===== src/hdl/jdcd_pkg.sv =====
// ----------------------------------------------------------------------------
// Julian day to calendar date: shared constants
// Scaled constants and reciprocals for the fixed-point form of the
// conversion, plus the month-start table used by the last pipeline stage.
// ----------------------------------------------------------------------------
package jdcd_pkg;

  localparam int unsigned NumStages = 10;

  // Gregorian correction applies from this day number upward.
  localparam logic [22:0] GregStart = 23'd2299161;

  // alpha = (4z - 7468865) / 146097, numerator below 2^25.
  localparam logic [24:0] AlphaOfs   = 25'd7468865;
  localparam logic [24:0] AlphaDiv   = 25'd146097;
  localparam logic [7:0]  AlphaRecip = 8'd229;     // floor(2^25 / 146097)

  // c = (20b - 2442) / 7305, numerator below 2^28.
  localparam logic [27:0] YearOfs    = 28'd2442;
  localparam logic [27:0] YearDiv    = 28'd7305;
  localparam logic [15:0] YearRecip  = 16'd36746;  // floor(2^28 / 7305)

  localparam logic [23:0] DayBias    = 24'd1524;
  localparam logic [25:0] QuadDays   = 26'd1461;

  // e = 10000 * rest / 306001, numerator below 2^23.
  localparam logic [22:0] MonScale   = 23'd10000;
  localparam logic [22:0] MonDiv     = 23'd306001;
  localparam logic [27:0] MonScaleRecip = 28'd270000;  // 10000 * floor(2^23 / 306001)

  localparam logic [15:0] YearBaseLate  = 16'd4716;
  localparam logic [15:0] YearBaseEarly = 16'd4715;

  // floor(306001 * e / 10000): day offset of the start of month index e.
  function automatic logic [8:0] month_start(input logic [3:0] e);
    logic [8:0] r;
    case (e)
      4'd0:    r = 9'd0;
      4'd1:    r = 9'd30;
      4'd2:    r = 9'd61;
      4'd3:    r = 9'd91;
      4'd4:    r = 9'd122;
      4'd5:    r = 9'd153;
      4'd6:    r = 9'd183;
      4'd7:    r = 9'd214;
      4'd8:    r = 9'd244;
      4'd9:    r = 9'd275;
      4'd10:   r = 9'd306;
      4'd11:   r = 9'd336;
      4'd12:   r = 9'd367;
      4'd13:   r = 9'd397;
      4'd14:   r = 9'd428;
      4'd15:   r = 9'd459;
      default: r = 9'd0;
    endcase
    return r;
  endfunction

endpackage


===== src/hdl/julian_day_to_calendar_date.sv =====
// ----------------------------------------------------------------------------
// Julian day to calendar date
// Ten register stages, stage 0 to stage 9; a date is valid on the output
// after its day number has passed through every stage.
// One item per cycle while stall_i is low; any stage with a free slot fills it.
// Reset clears every stage valid bit; the data registers are not reset.
// ----------------------------------------------------------------------------
module julian_day_to_calendar_date (
  input  logic               clk_i,
  input  logic               rst_ni,
  input  logic               valid_i,
  output logic               stall_o,
  input  logic [22:0]        day_number_i,
  output logic               valid_o,
  input  logic               stall_i,
  output logic signed [15:0] year_o,
  output logic [3:0]         month_o,
  output logic [4:0]         day_o
);

  localparam int unsigned NS = jdcd_pkg::NumStages;

  logic [NS-1:0] v_q;
  logic [NS-1:0] en;

  // A stage loads when it is empty or when the stage after it moves on.
  always_comb begin
    en[NS-1] = !v_q[NS-1] || !stall_i;
    for (int i = NS - 2; i >= 0; i--) begin
      en[i] = !v_q[i] || en[i+1];
    end
  end

  assign stall_o = !en[0];
  assign valid_o = v_q[NS-1];

  always_ff @(posedge clk_i or negedge rst_ni) begin
    if (!rst_ni) begin
      v_q <= '0;
    end else begin
      if (en[0]) begin
        v_q[0] <= valid_i;
      end
      for (int i = 1; i < NS; i++) begin
        if (en[i]) begin
          v_q[i] <= v_q[i-1];
        end
      end
    end
  end

  // Stage 0: capture, calendar select, alpha numerator.
  logic [22:0] s0_z_q;
  logic        s0_greg_q;
  logic [24:0] s0_n1_q;
  logic [24:0] s0_n1_d;

  assign s0_n1_d = {day_number_i, 2'b00} - jdcd_pkg::AlphaOfs;

  // Stage 1: reciprocal product for alpha.
  logic [22:0] s1_z_q;
  logic        s1_greg_q;
  logic [24:0] s1_n1_q;
  logic [32:0] s1_p1_q;
  logic [32:0] s1_p1_d;

  assign s1_p1_d = 33'(s0_n1_q) * 33'(jdcd_pkg::AlphaRecip);

  // Stage 2: alpha with remainder correction.
  logic [22:0] s2_z_q;
  logic        s2_greg_q;
  logic [7:0]  s2_alpha_q;
  logic [7:0]  alpha_est;
  logic [24:0] alpha_rem;
  logic [7:0]  s2_alpha_d;

  assign alpha_est  = s1_p1_q[32:25];
  assign alpha_rem  = s1_n1_q - 25'(alpha_est) * jdcd_pkg::AlphaDiv;
  assign s2_alpha_d = (alpha_rem >= jdcd_pkg::AlphaDiv) ? alpha_est + 8'd1 : alpha_est;

  // Stage 3: corrected day count b and the year numerator 20b - 2442.
  logic [23:0] s3_b_q;
  logic [27:0] s3_n2_q;
  logic [23:0] a_val;
  logic [23:0] s3_b_d;
  logic [27:0] s3_n2_d;

  always_comb begin
    if (s2_greg_q) begin
      a_val = {1'b0, s2_z_q} + 24'd1 + 24'(s2_alpha_q) - 24'(s2_alpha_q[7:2]);
    end else begin
      a_val = {1'b0, s2_z_q};
    end
  end

  assign s3_b_d  = a_val + jdcd_pkg::DayBias;
  assign s3_n2_d = {s3_b_d, 4'b0000} + 28'({s3_b_d, 2'b00}) - jdcd_pkg::YearOfs;

  // Stage 4: reciprocal product for the year count c.
  logic [23:0] s4_b_q;
  logic [27:0] s4_n2_q;
  logic [43:0] s4_p2_q;
  logic [43:0] s4_p2_d;

  assign s4_p2_d = 44'(s3_n2_q) * 44'(jdcd_pkg::YearRecip);

  // Stage 5: c with remainder correction.
  logic [23:0] s5_b_q;
  logic [14:0] s5_c_q;
  logic [14:0] c_est;
  logic [27:0] c_rem;
  logic [14:0] s5_c_d;

  assign c_est  = s4_p2_q[42:28];
  assign c_rem  = s4_n2_q - 28'(c_est) * jdcd_pkg::YearDiv;
  assign s5_c_d = (c_rem >= jdcd_pkg::YearDiv) ? c_est + 15'd1 : c_est;

  // Stage 6: days left in the shifted year, 123 to 488.
  logic [14:0] s6_c_q;
  logic [8:0]  s6_rest_q;
  logic [25:0] d_full;
  logic [8:0]  s6_rest_d;

  assign d_full    = 26'(s5_c_q) * jdcd_pkg::QuadDays;
  assign s6_rest_d = s5_b_q[8:0] - d_full[10:2];

  // Stage 7: scaled numerator and reciprocal product for the month index.
  logic [14:0] s7_c_q;
  logic [8:0]  s7_rest_q;
  logic [22:0] s7_n4_q;
  logic [27:0] s7_p4_q;
  logic [22:0] s7_n4_d;
  logic [27:0] s7_p4_d;

  assign s7_n4_d = 23'(s6_rest_q) * jdcd_pkg::MonScale;
  assign s7_p4_d = 28'(s6_rest_q) * jdcd_pkg::MonScaleRecip;

  // Stage 8: month index e with remainder correction.
  logic [14:0] s8_c_q;
  logic [8:0]  s8_rest_q;
  logic [3:0]  s8_e_q;
  logic [3:0]  e_est;
  logic [22:0] e_rem;
  logic [3:0]  s8_e_d;

  assign e_est  = s7_p4_q[26:23];
  assign e_rem  = s7_n4_q - 23'(e_est) * jdcd_pkg::MonDiv;
  assign s8_e_d = (e_rem >= jdcd_pkg::MonDiv) ? e_est + 4'd1 : e_est;

  // Stage 9: day of month, month and year.
  logic signed [15:0] s9_year_q;
  logic [3:0]         s9_month_q;
  logic [4:0]         s9_day_q;
  logic [8:0]         dom_full;
  logic [3:0]         s9_month_d;
  logic [15:0]        s9_year_d;
  logic [4:0]         s9_day_d;

  assign dom_full   = s8_rest_q - jdcd_pkg::month_start(s8_e_q);
  assign s9_day_d   = dom_full[4:0];
  assign s9_month_d = (s8_e_q < 4'd14) ? s8_e_q - 4'd1 : s8_e_q - 4'd13;
  assign s9_year_d  = {1'b0, s8_c_q} -
                      ((s9_month_d > 4'd2) ? jdcd_pkg::YearBaseLate
                                           : jdcd_pkg::YearBaseEarly);

  always_ff @(posedge clk_i) begin
    if (en[0]) begin
      s0_z_q    <= day_number_i;
      s0_greg_q <= (day_number_i >= jdcd_pkg::GregStart);
      s0_n1_q   <= s0_n1_d;
    end
    if (en[1]) begin
      s1_z_q    <= s0_z_q;
      s1_greg_q <= s0_greg_q;
      s1_n1_q   <= s0_n1_q;
      s1_p1_q   <= s1_p1_d;
    end
    if (en[2]) begin
      s2_z_q     <= s1_z_q;
      s2_greg_q  <= s1_greg_q;
      s2_alpha_q <= s2_alpha_d;
    end
    if (en[3]) begin
      s3_b_q  <= s3_b_d;
      s3_n2_q <= s3_n2_d;
    end
    if (en[4]) begin
      s4_b_q  <= s3_b_q;
      s4_n2_q <= s3_n2_q;
      s4_p2_q <= s4_p2_d;
    end
    if (en[5]) begin
      s5_b_q <= s4_b_q;
      s5_c_q <= s5_c_d;
    end
    if (en[6]) begin
      s6_c_q    <= s5_c_q;
      s6_rest_q <= s6_rest_d;
    end
    if (en[7]) begin
      s7_c_q    <= s6_c_q;
      s7_rest_q <= s6_rest_q;
      s7_n4_q   <= s7_n4_d;
      s7_p4_q   <= s7_p4_d;
    end
    if (en[8]) begin
      s8_c_q    <= s7_c_q;
      s8_rest_q <= s7_rest_q;
      s8_e_q    <= s8_e_d;
    end
    if (en[9]) begin
      s9_year_q  <= $signed(s9_year_d);
      s9_month_q <= s9_month_d;
      s9_day_q   <= s9_day_d;
    end
  end

  assign year_o  = s9_year_q;
  assign month_o = s9_month_q;
  assign day_o   = s9_day_q;

endmodule


===== config.mk =====
export PLATFORM = sky130hd
export DESIGN_NAME = julian_day_to_calendar_date
export DESIGN_NICKNAME = d
export VERILOG_FILES = /design/src/hdl/jdcd_pkg.sv /design/src/hdl/julian_day_to_calendar_date.sv
export SDC_FILE = /design/constraint.sdc
export NUM_CORES = 2
export LEC_CHECK = 0
export BUFFER_PORTS_ARGS = -buffer_cell sky130_fd_sc_hd__buf_2
export CAP_MARGIN = 20
export CORE_UTILIZATION = 39
export CTS_BUF_LIST = sky130_fd_sc_hd__clkbuf_8
export DETAILED_ROUTE_END_ITERATION = 8
export GPL_ROUTABILITY_DRIVEN = 1
export REMOVE_ABC_BUFFERS = 1
export SYNTH_ARGS = -nofsm -noshare
export SYNTH_HDL_FRONTEND = slang
export SYNTH_SLANG_ARGS = --single-unit

===== constraint.sdc =====
create_clock -name clk_i -period 7.7 [get_ports clk_i]
set_input_delay 0.385 -clock clk_i [delete_from_list [all_inputs] [get_ports clk_i]]
set_output_delay 0.385 -clock clk_i [all_outputs]
set_load 0.005 [all_outputs]

# After elaboration in Yosys (flattened, before gate mapping)
# Memory sizes are Yosys's and may differ from the RTL's. A register that Yosys moved wholly into a read port is not among the register bits.
# Cells that the tools add are included.
dict set report op_classes {
  add_sub_neg 18
  n_mul 8
  magnitude_cmp 6
  n_mux 7
  n_reduce_logical 22
}
# cell count
set ops {}
lappend ops {{multiplier 28 x 15 -> 42 bit, second input constant} 1}
lappend ops {{multiplier 25 x 8 -> 33 bit, second input constant} 1}
lappend ops {{adder 28 x 26 -> 28 bit} 1}
lappend ops {{>= comparator 28 x 13 -> 1 bit, second input constant} 1}
lappend ops {{multiplier 15 x 13 -> 28 bit, second input constant} 1}
lappend ops {{subtractor 28 x 12 -> 28 bit, second input constant} 1}
lappend ops {{subtractor 28 bit} 1}
lappend ops {{>= comparator 25 x 18 -> 1 bit, second input constant} 1}
lappend ops {{multiplier 8 x 18 -> 25 bit, second input constant} 1}
lappend ops {{subtractor 25 x 23 -> 25 bit, second input constant} 1}
lappend ops {{subtractor 25 bit} 1}
lappend ops {{adder 23 x 1 -> 24 bit, second input constant} 1}
lappend ops {{adder 24 x 11 -> 24 bit, second input constant} 1}
lappend ops {{adder 24 x 8 -> 24 bit} 1}
lappend ops {{two-way mux 24 bit} 1}
lappend ops {{subtractor 24 x 6 -> 24 bit} 1}
lappend ops {{>= comparator 23 x 19 -> 1 bit, second input constant} 1}
lappend ops {{>= comparator 23 x 22 -> 1 bit, second input constant} 1}
lappend ops {{multiplier 4 x 19 -> 23 bit, second input constant} 1}
lappend ops {{multiplier 9 x 15 -> 23 bit, second input constant} 1}
lappend ops {{subtractor 23 bit} 1}
lappend ops {{multiplier 9 x 10 -> 19 bit, second input constant} 1}
lappend ops {{subtractor 15 x 13 -> 16 bit} 1}
lappend ops {{adder 15 x 1 -> 15 bit, second input constant} 1}
lappend ops {{other kinds (15)} 37}
dict set report word_totals {
  reg_bits 448
  romBits 144
  input_bits 27
  out_inout_bits 27
  word_cells 101
  memories 1
}
# memory words width rd rd_clocked_by_memory_dff write_ports line
set memory_table {}
lappend memory_table {{(no name shown)} 16 9 1 1 0 jdcd_pkg.sv:37} ;# case (e)

# Depth between registers and ports, before layout
dict set report depth {
  depth_word 12
  ltp_mapped 29
  depth_no_buf 29
}

# Worst setup path after synthesis
# No wires, ideal clock.
dict set report synth_timing {
  kind {reg-to-reg}
  startpoint {register s4_p2_q[32]}
  endpoint {register s5_c_q[1] (data pin)}
  setup_time_ns 0.260
  arrival_time_ns 6.603
  t_required_ns 7.440
  path_slack_ns 0.837
  stages_incl_launch_ff 24
  path_buffers 1
  period_less_slack_ns 6.863
  cell_sequence {edfxtp_1 -> inv_1 -> fa_1 -> inv_1 -> fa_1 -> ha_1 -> inv_1 -> fa_1 -> inv_1 -> fa_1 -> fa_1 -> inv_1 -> ha_1 -> buf_6 -> and3_1 -> and3b_1 -> a211oi_1 -> a21boi_4 -> o21ai_2 -> a41oi_2 -> mux2i_1 -> or4b_4 -> a2111oi_4 -> mux2_4}
}
dict set report synth_via {
  elab_chain_len 4
}
# item line
set synth_lines {}
lappend synth_lines {{start: declaration} julian_day_to_calendar_date.sv:102} ;# logic [43:0] s4_p2_q;
lappend synth_lines {{start signal: assignment} julian_day_to_calendar_date.sv:190} ;# s4_p2_q <= s4_p2_d;
lappend synth_lines {{multiplier 15 x 13 -> 28 bit} julian_day_to_calendar_date.sv:115} ;# assign c_rem = s4_n2_q - 28'(c_est) * jdcd_pkg::YearDiv;
lappend synth_lines {{subtractor 28 bit} julian_day_to_calendar_date.sv:115}
lappend synth_lines {{>= comparator 28 x 13 -> 1 bit} julian_day_to_calendar_date.sv:116} ;# assign s5_c_d = (c_rem >= jdcd_pkg::YearDiv) ? c_est + 15'd1 : c_est;
lappend synth_lines {{two-way mux 15 bit} julian_day_to_calendar_date.sv:116}
lappend synth_lines {{via s5_c_d[1]} julian_day_to_calendar_date.sv:112} ;# logic [14:0] s5_c_d;
lappend synth_lines {{end signal: assignment} julian_day_to_calendar_date.sv:194} ;# s5_c_q <= s5_c_d;
lappend synth_lines {{end: declaration} julian_day_to_calendar_date.sv:109} ;# logic [14:0] s5_c_q;
# The timed path passes the listed nets, and every way through them passes these cells.
# A chain may end at the register's enable or synchronous reset.

# Worst setup path in the final report
dict set report layout_timing {
  startpoint {register s4_p2_q[34]}
  endpoint {register s5_c_q[1] (data pin)}
}
# The elaborated chain is that of the path after synthesis.

==> results_dict.tcl <==
set metrics [dict create \
    yosysTopAreaCellShare_pct 27.65 \
    synthArstFlopShare_pct 2.703 \
    drcViolationCount 0 \
    hpwl_um 59030 \
    path_buf_inv 6 \
    cts_sinks 370 \
    synthesis.instances 3463 \
    cts_root_buf "clkbuf_8" \
    fin_crit_ns 7.136 \
    relSlewSlack_pct 35.43 \
    finalNetCount 4711 \
    grt_max_degree 57 \
    yosysWarnings 0 \
    rows 114 \
    ys_ff_latch 370 \
    die_area_um2 100100 \
    first_iter_violations 1069 \
    gp_congestion 0.8333 \
    cp_top_family "adder cells" \
    cts_tree "done" \
    initial_utilization_pct 39.63 \
    slew_violations 0 \
    antenna_found_initial 4 \
    clock_latency_ns 0.66 \
    start_kind "flip-flop" \
    drive_gt1_share_pct 5.420 \
    worstPathArrival_ns 7.55 \
    synth_edf_count 355 \
    num_io_pins 54 \
    clk_pin_slew_worst_paths_ns 0.06 \
    ctsHtreeMaxLevel 3 \
    crit_path_end_kind "flip-flop" \
    vias 24129 \
    syn_area_um2 38550 \
    min_path_type "input pin to flip-flop" \
    cts_buffers 66 \
    detail_route.wl_per_cell_um 14.60 \
    grt_pass1_wl_um 123900 \
    drv_cap 0 \
    io_buffers 53 \
    critPathMaxStageDelay_ns 0.56 \
    fp.dieH_um 316.4 \
    status "completed" \
    grtUsageTotal_pct 15.18 \
    firstDrtPassIters 5 \
    syn2layout_area_growth_pct 8.779 \
    path_max_fanout 10 \
    seq_area_frac_synth_pct 28.56 \
    die_x_um 316.4 \
    core_area_um2 97280 \
    worstMarginPinSlew_ns 0.9675 \
    clk_path_buf_depth 3 \
    required_ns 8.11 \
    fin_tns_setup_ns 0 \
    grt_setup_unrepaired "no" \
    ys_types 92 \
    crit_chain "inv_1 -> fa_1 -> inv_1 -> fa_1 -> ha_1 -> inv_1 -> fa_1 -> inv_1 -> fa_1 -> fa_1 -> inv_1 -> ha_1 -> and3_1 -> and3b_1 -> a211oi_1 -> a21boi_4 -> o21ai_2 -> a41oi_2 -> mux2i_1 -> or4b_4 -> a2111oi_4 -> buf_4 -> mux2_4" \
    routed_wl_um 72000 \
    ys_top_cells_by_area "edfxtp_1 28%, ha_1 23%, fa_1 20%, inv_1 6.7%, xnor2_1 3.5%" \
    post-route-period-util_pct 92.68 \
    syn_avg_cell_area_um2 11.13 \
    skew_ns 0.04466 \
    vias_per_cell 4.894 \
    final-hold-violation-count 0 \
    synth_top_flop_cell "edfxtp_1" \
    yosys.area.top_type "edfxtp_1" \
    path_class "flip-flop to flip-flop" \
    cp_slowest_cell "or4b_4" \
    ant_nets 0 \
    grt_overflow 0 \
    first_global_vias 25215 \
    fmax_ghz 0.1401 \
    setup_viol 0 \
]
worst paths after layout:
kind	from	to	slack (ns)	cells after the start
min reg2reg	s1_z_q[10]$_DFFE_PP_	s2_z_q[10]$_DFFE_PP_	0.40	0
min in group asynchronous	rst_ni	v_q[1]$_DFFE_PN0P_	0.24	2
max reg2reg	s4_p2_q[34]$_DFFE_PP_	s5_c_q[1]$_DFFE_PP_	0.56	23
max	s4_p2_q[34]$_DFFE_PP_	s5_c_q[1]$_DFFE_PP_	0.56	23
min	day_number_i[20]	s0_z_q[20]$_DFFE_PN_	0.07	1
max in group asynchronous	rst_ni	v_q[2]$_DFFE_PN0P_	7.13	2
state kept, by name, indices dropped and copies added, names as in the netlist, 8 cells and up, named ones only:
signal	flops
s8_c_q	15
s1_n1_q	23
s3_n2_q	26
s7_c_q	15
s7_n4_q	15
year_o	16
s6_c_q	15
s3_b_q	9
s4_b_q	9
s4_p2_q	15
s1_z_q	23
s5_c_q	15
s6_rest_q	9
s2_alpha_q	8
s5_b_q	9
v_q	10
s2_z_q	23
s4_n2_q	26
s0_n1_q	23
s0_z_q	23
s1_p1_q	8
placed cells by master (no fill, tap or decap), types with 8 or more instances in the layout:
master         instances
xor2_1                76
edfxtp_1             355
xnor2_1              153
o21a_1                31
o21ai_0               77
clkinv_1              11
buf_2                 53
a21oi_1              152
nor3_1                45
a21boi_0               8
clkbuf_8              70
a2111oi_0              8
nor4_1                12
fa_1                 376
nand2_1              121
nand2b_1              36
inv_1                715
nor2_1               118
o211ai_1              14
mux2i_1               22
a31oi_1               14
nor3b_1                9
dlygate4sd3_1         22
nand3b_1               8
ha_1                 704
buf_4                 12
o31a_1                 8
nand4_1               22
or3_1                 10
nor2b_1               23
o21bai_1              22
dfrtp_1               10
and3_1                20
a21o_1                79
and2_1                12
or2_2                  9
a211oi_1              18
nand3_1               43
cells by family (layout without fill, tap and decap cells):
logic type,Yosys count,after routing,synth area share (%)
adders and majority gates,1080,1080,42.37
buffers and inverters,708,898,6.936
AOI/OAI and AO/OA,529,529,9.337
and+or+nand+nor,521,521,6.893
DFF,370,370,28.56
xor gates and xnor gates,229,229,5.203
muxes,26,26,0.6978
other,0,1,0
cell type report:
type / count / area [µm²]
Timing Repair Buffer: 90 / 638.1
Clock inverter: 47 / 256.5
Tap cell: 1276 / 1597
Antenna cell: 1 / 2.502
Sequential cell: 370 / 11010
Multi-Input combinational cell: 2385 / 24880
Fill cell: 9265 / 55340
Inverter: 691 / 2594
Clock buffer: 70 / 963.4
cell usage after synthesis (10+ instances only):
library cell,instances
a211oi_1,18
and3_1,20
nor3_1,45
and2_1,12
o21a_1,31
inv_1,691
clkbuf_1,13
or3_1,10
edfxtp_1,355
nand3_1,44
o211ai_1,14
a21o_1,79
xor2_1,76
xnor2_1,153
nand4_1,22
o21ai_0,77
nor2b_1,23
nor4_1,12
ha_1,704
fa_1,376
nand2_1,122
a31oi_1,14
o21bai_1,22
a21oi_1,152
nor2_1,118
mux2i_1,22
nand2b_1,36
dfrtp_1,10
per-layer routing:
metal / vias to the layer above / part of all wire [%] / track usage [%]
met2: 318 / 47 / 25.72
met5: - / 0.015 / 0
met4: 2 / 1.8 / 3.649
met1: 11613 / 48 / 20.35
li1: 12107 / - / -
met3: 89 / 3.2 / 2.269
per-stage QoR:
stage                     area [µm²]  utilization (%)  hold WS (ns)  setup WS (ns)  instances
after detailed placement       40430            41.56        0.3502         0.5600       4787
after global placement         40430            41.56        0.3518         0.5736       4787
after floorplan                38470                -       0.08941         0.8438       3446
after global routing           41940            43.11       0.02911         0.2135       4930
final                          41940            43.11       0.07230         0.5638       4930
after CTS                      41870            43.04       0.01126         0.5699       4926
timing repair:
| action | CTS | global route |
|---|---|---|
| gates resized for setup | 0 | 0 |
| endpoints found under the hold margin | 32 | 0 |
| setup buffers | 0 | 0 |
| hold buffers | 22 | 0 |
Power is left out: the tool's default activity adds up to more than one toggle a clock period on the data nets, which glitch-free logic cannot reach.
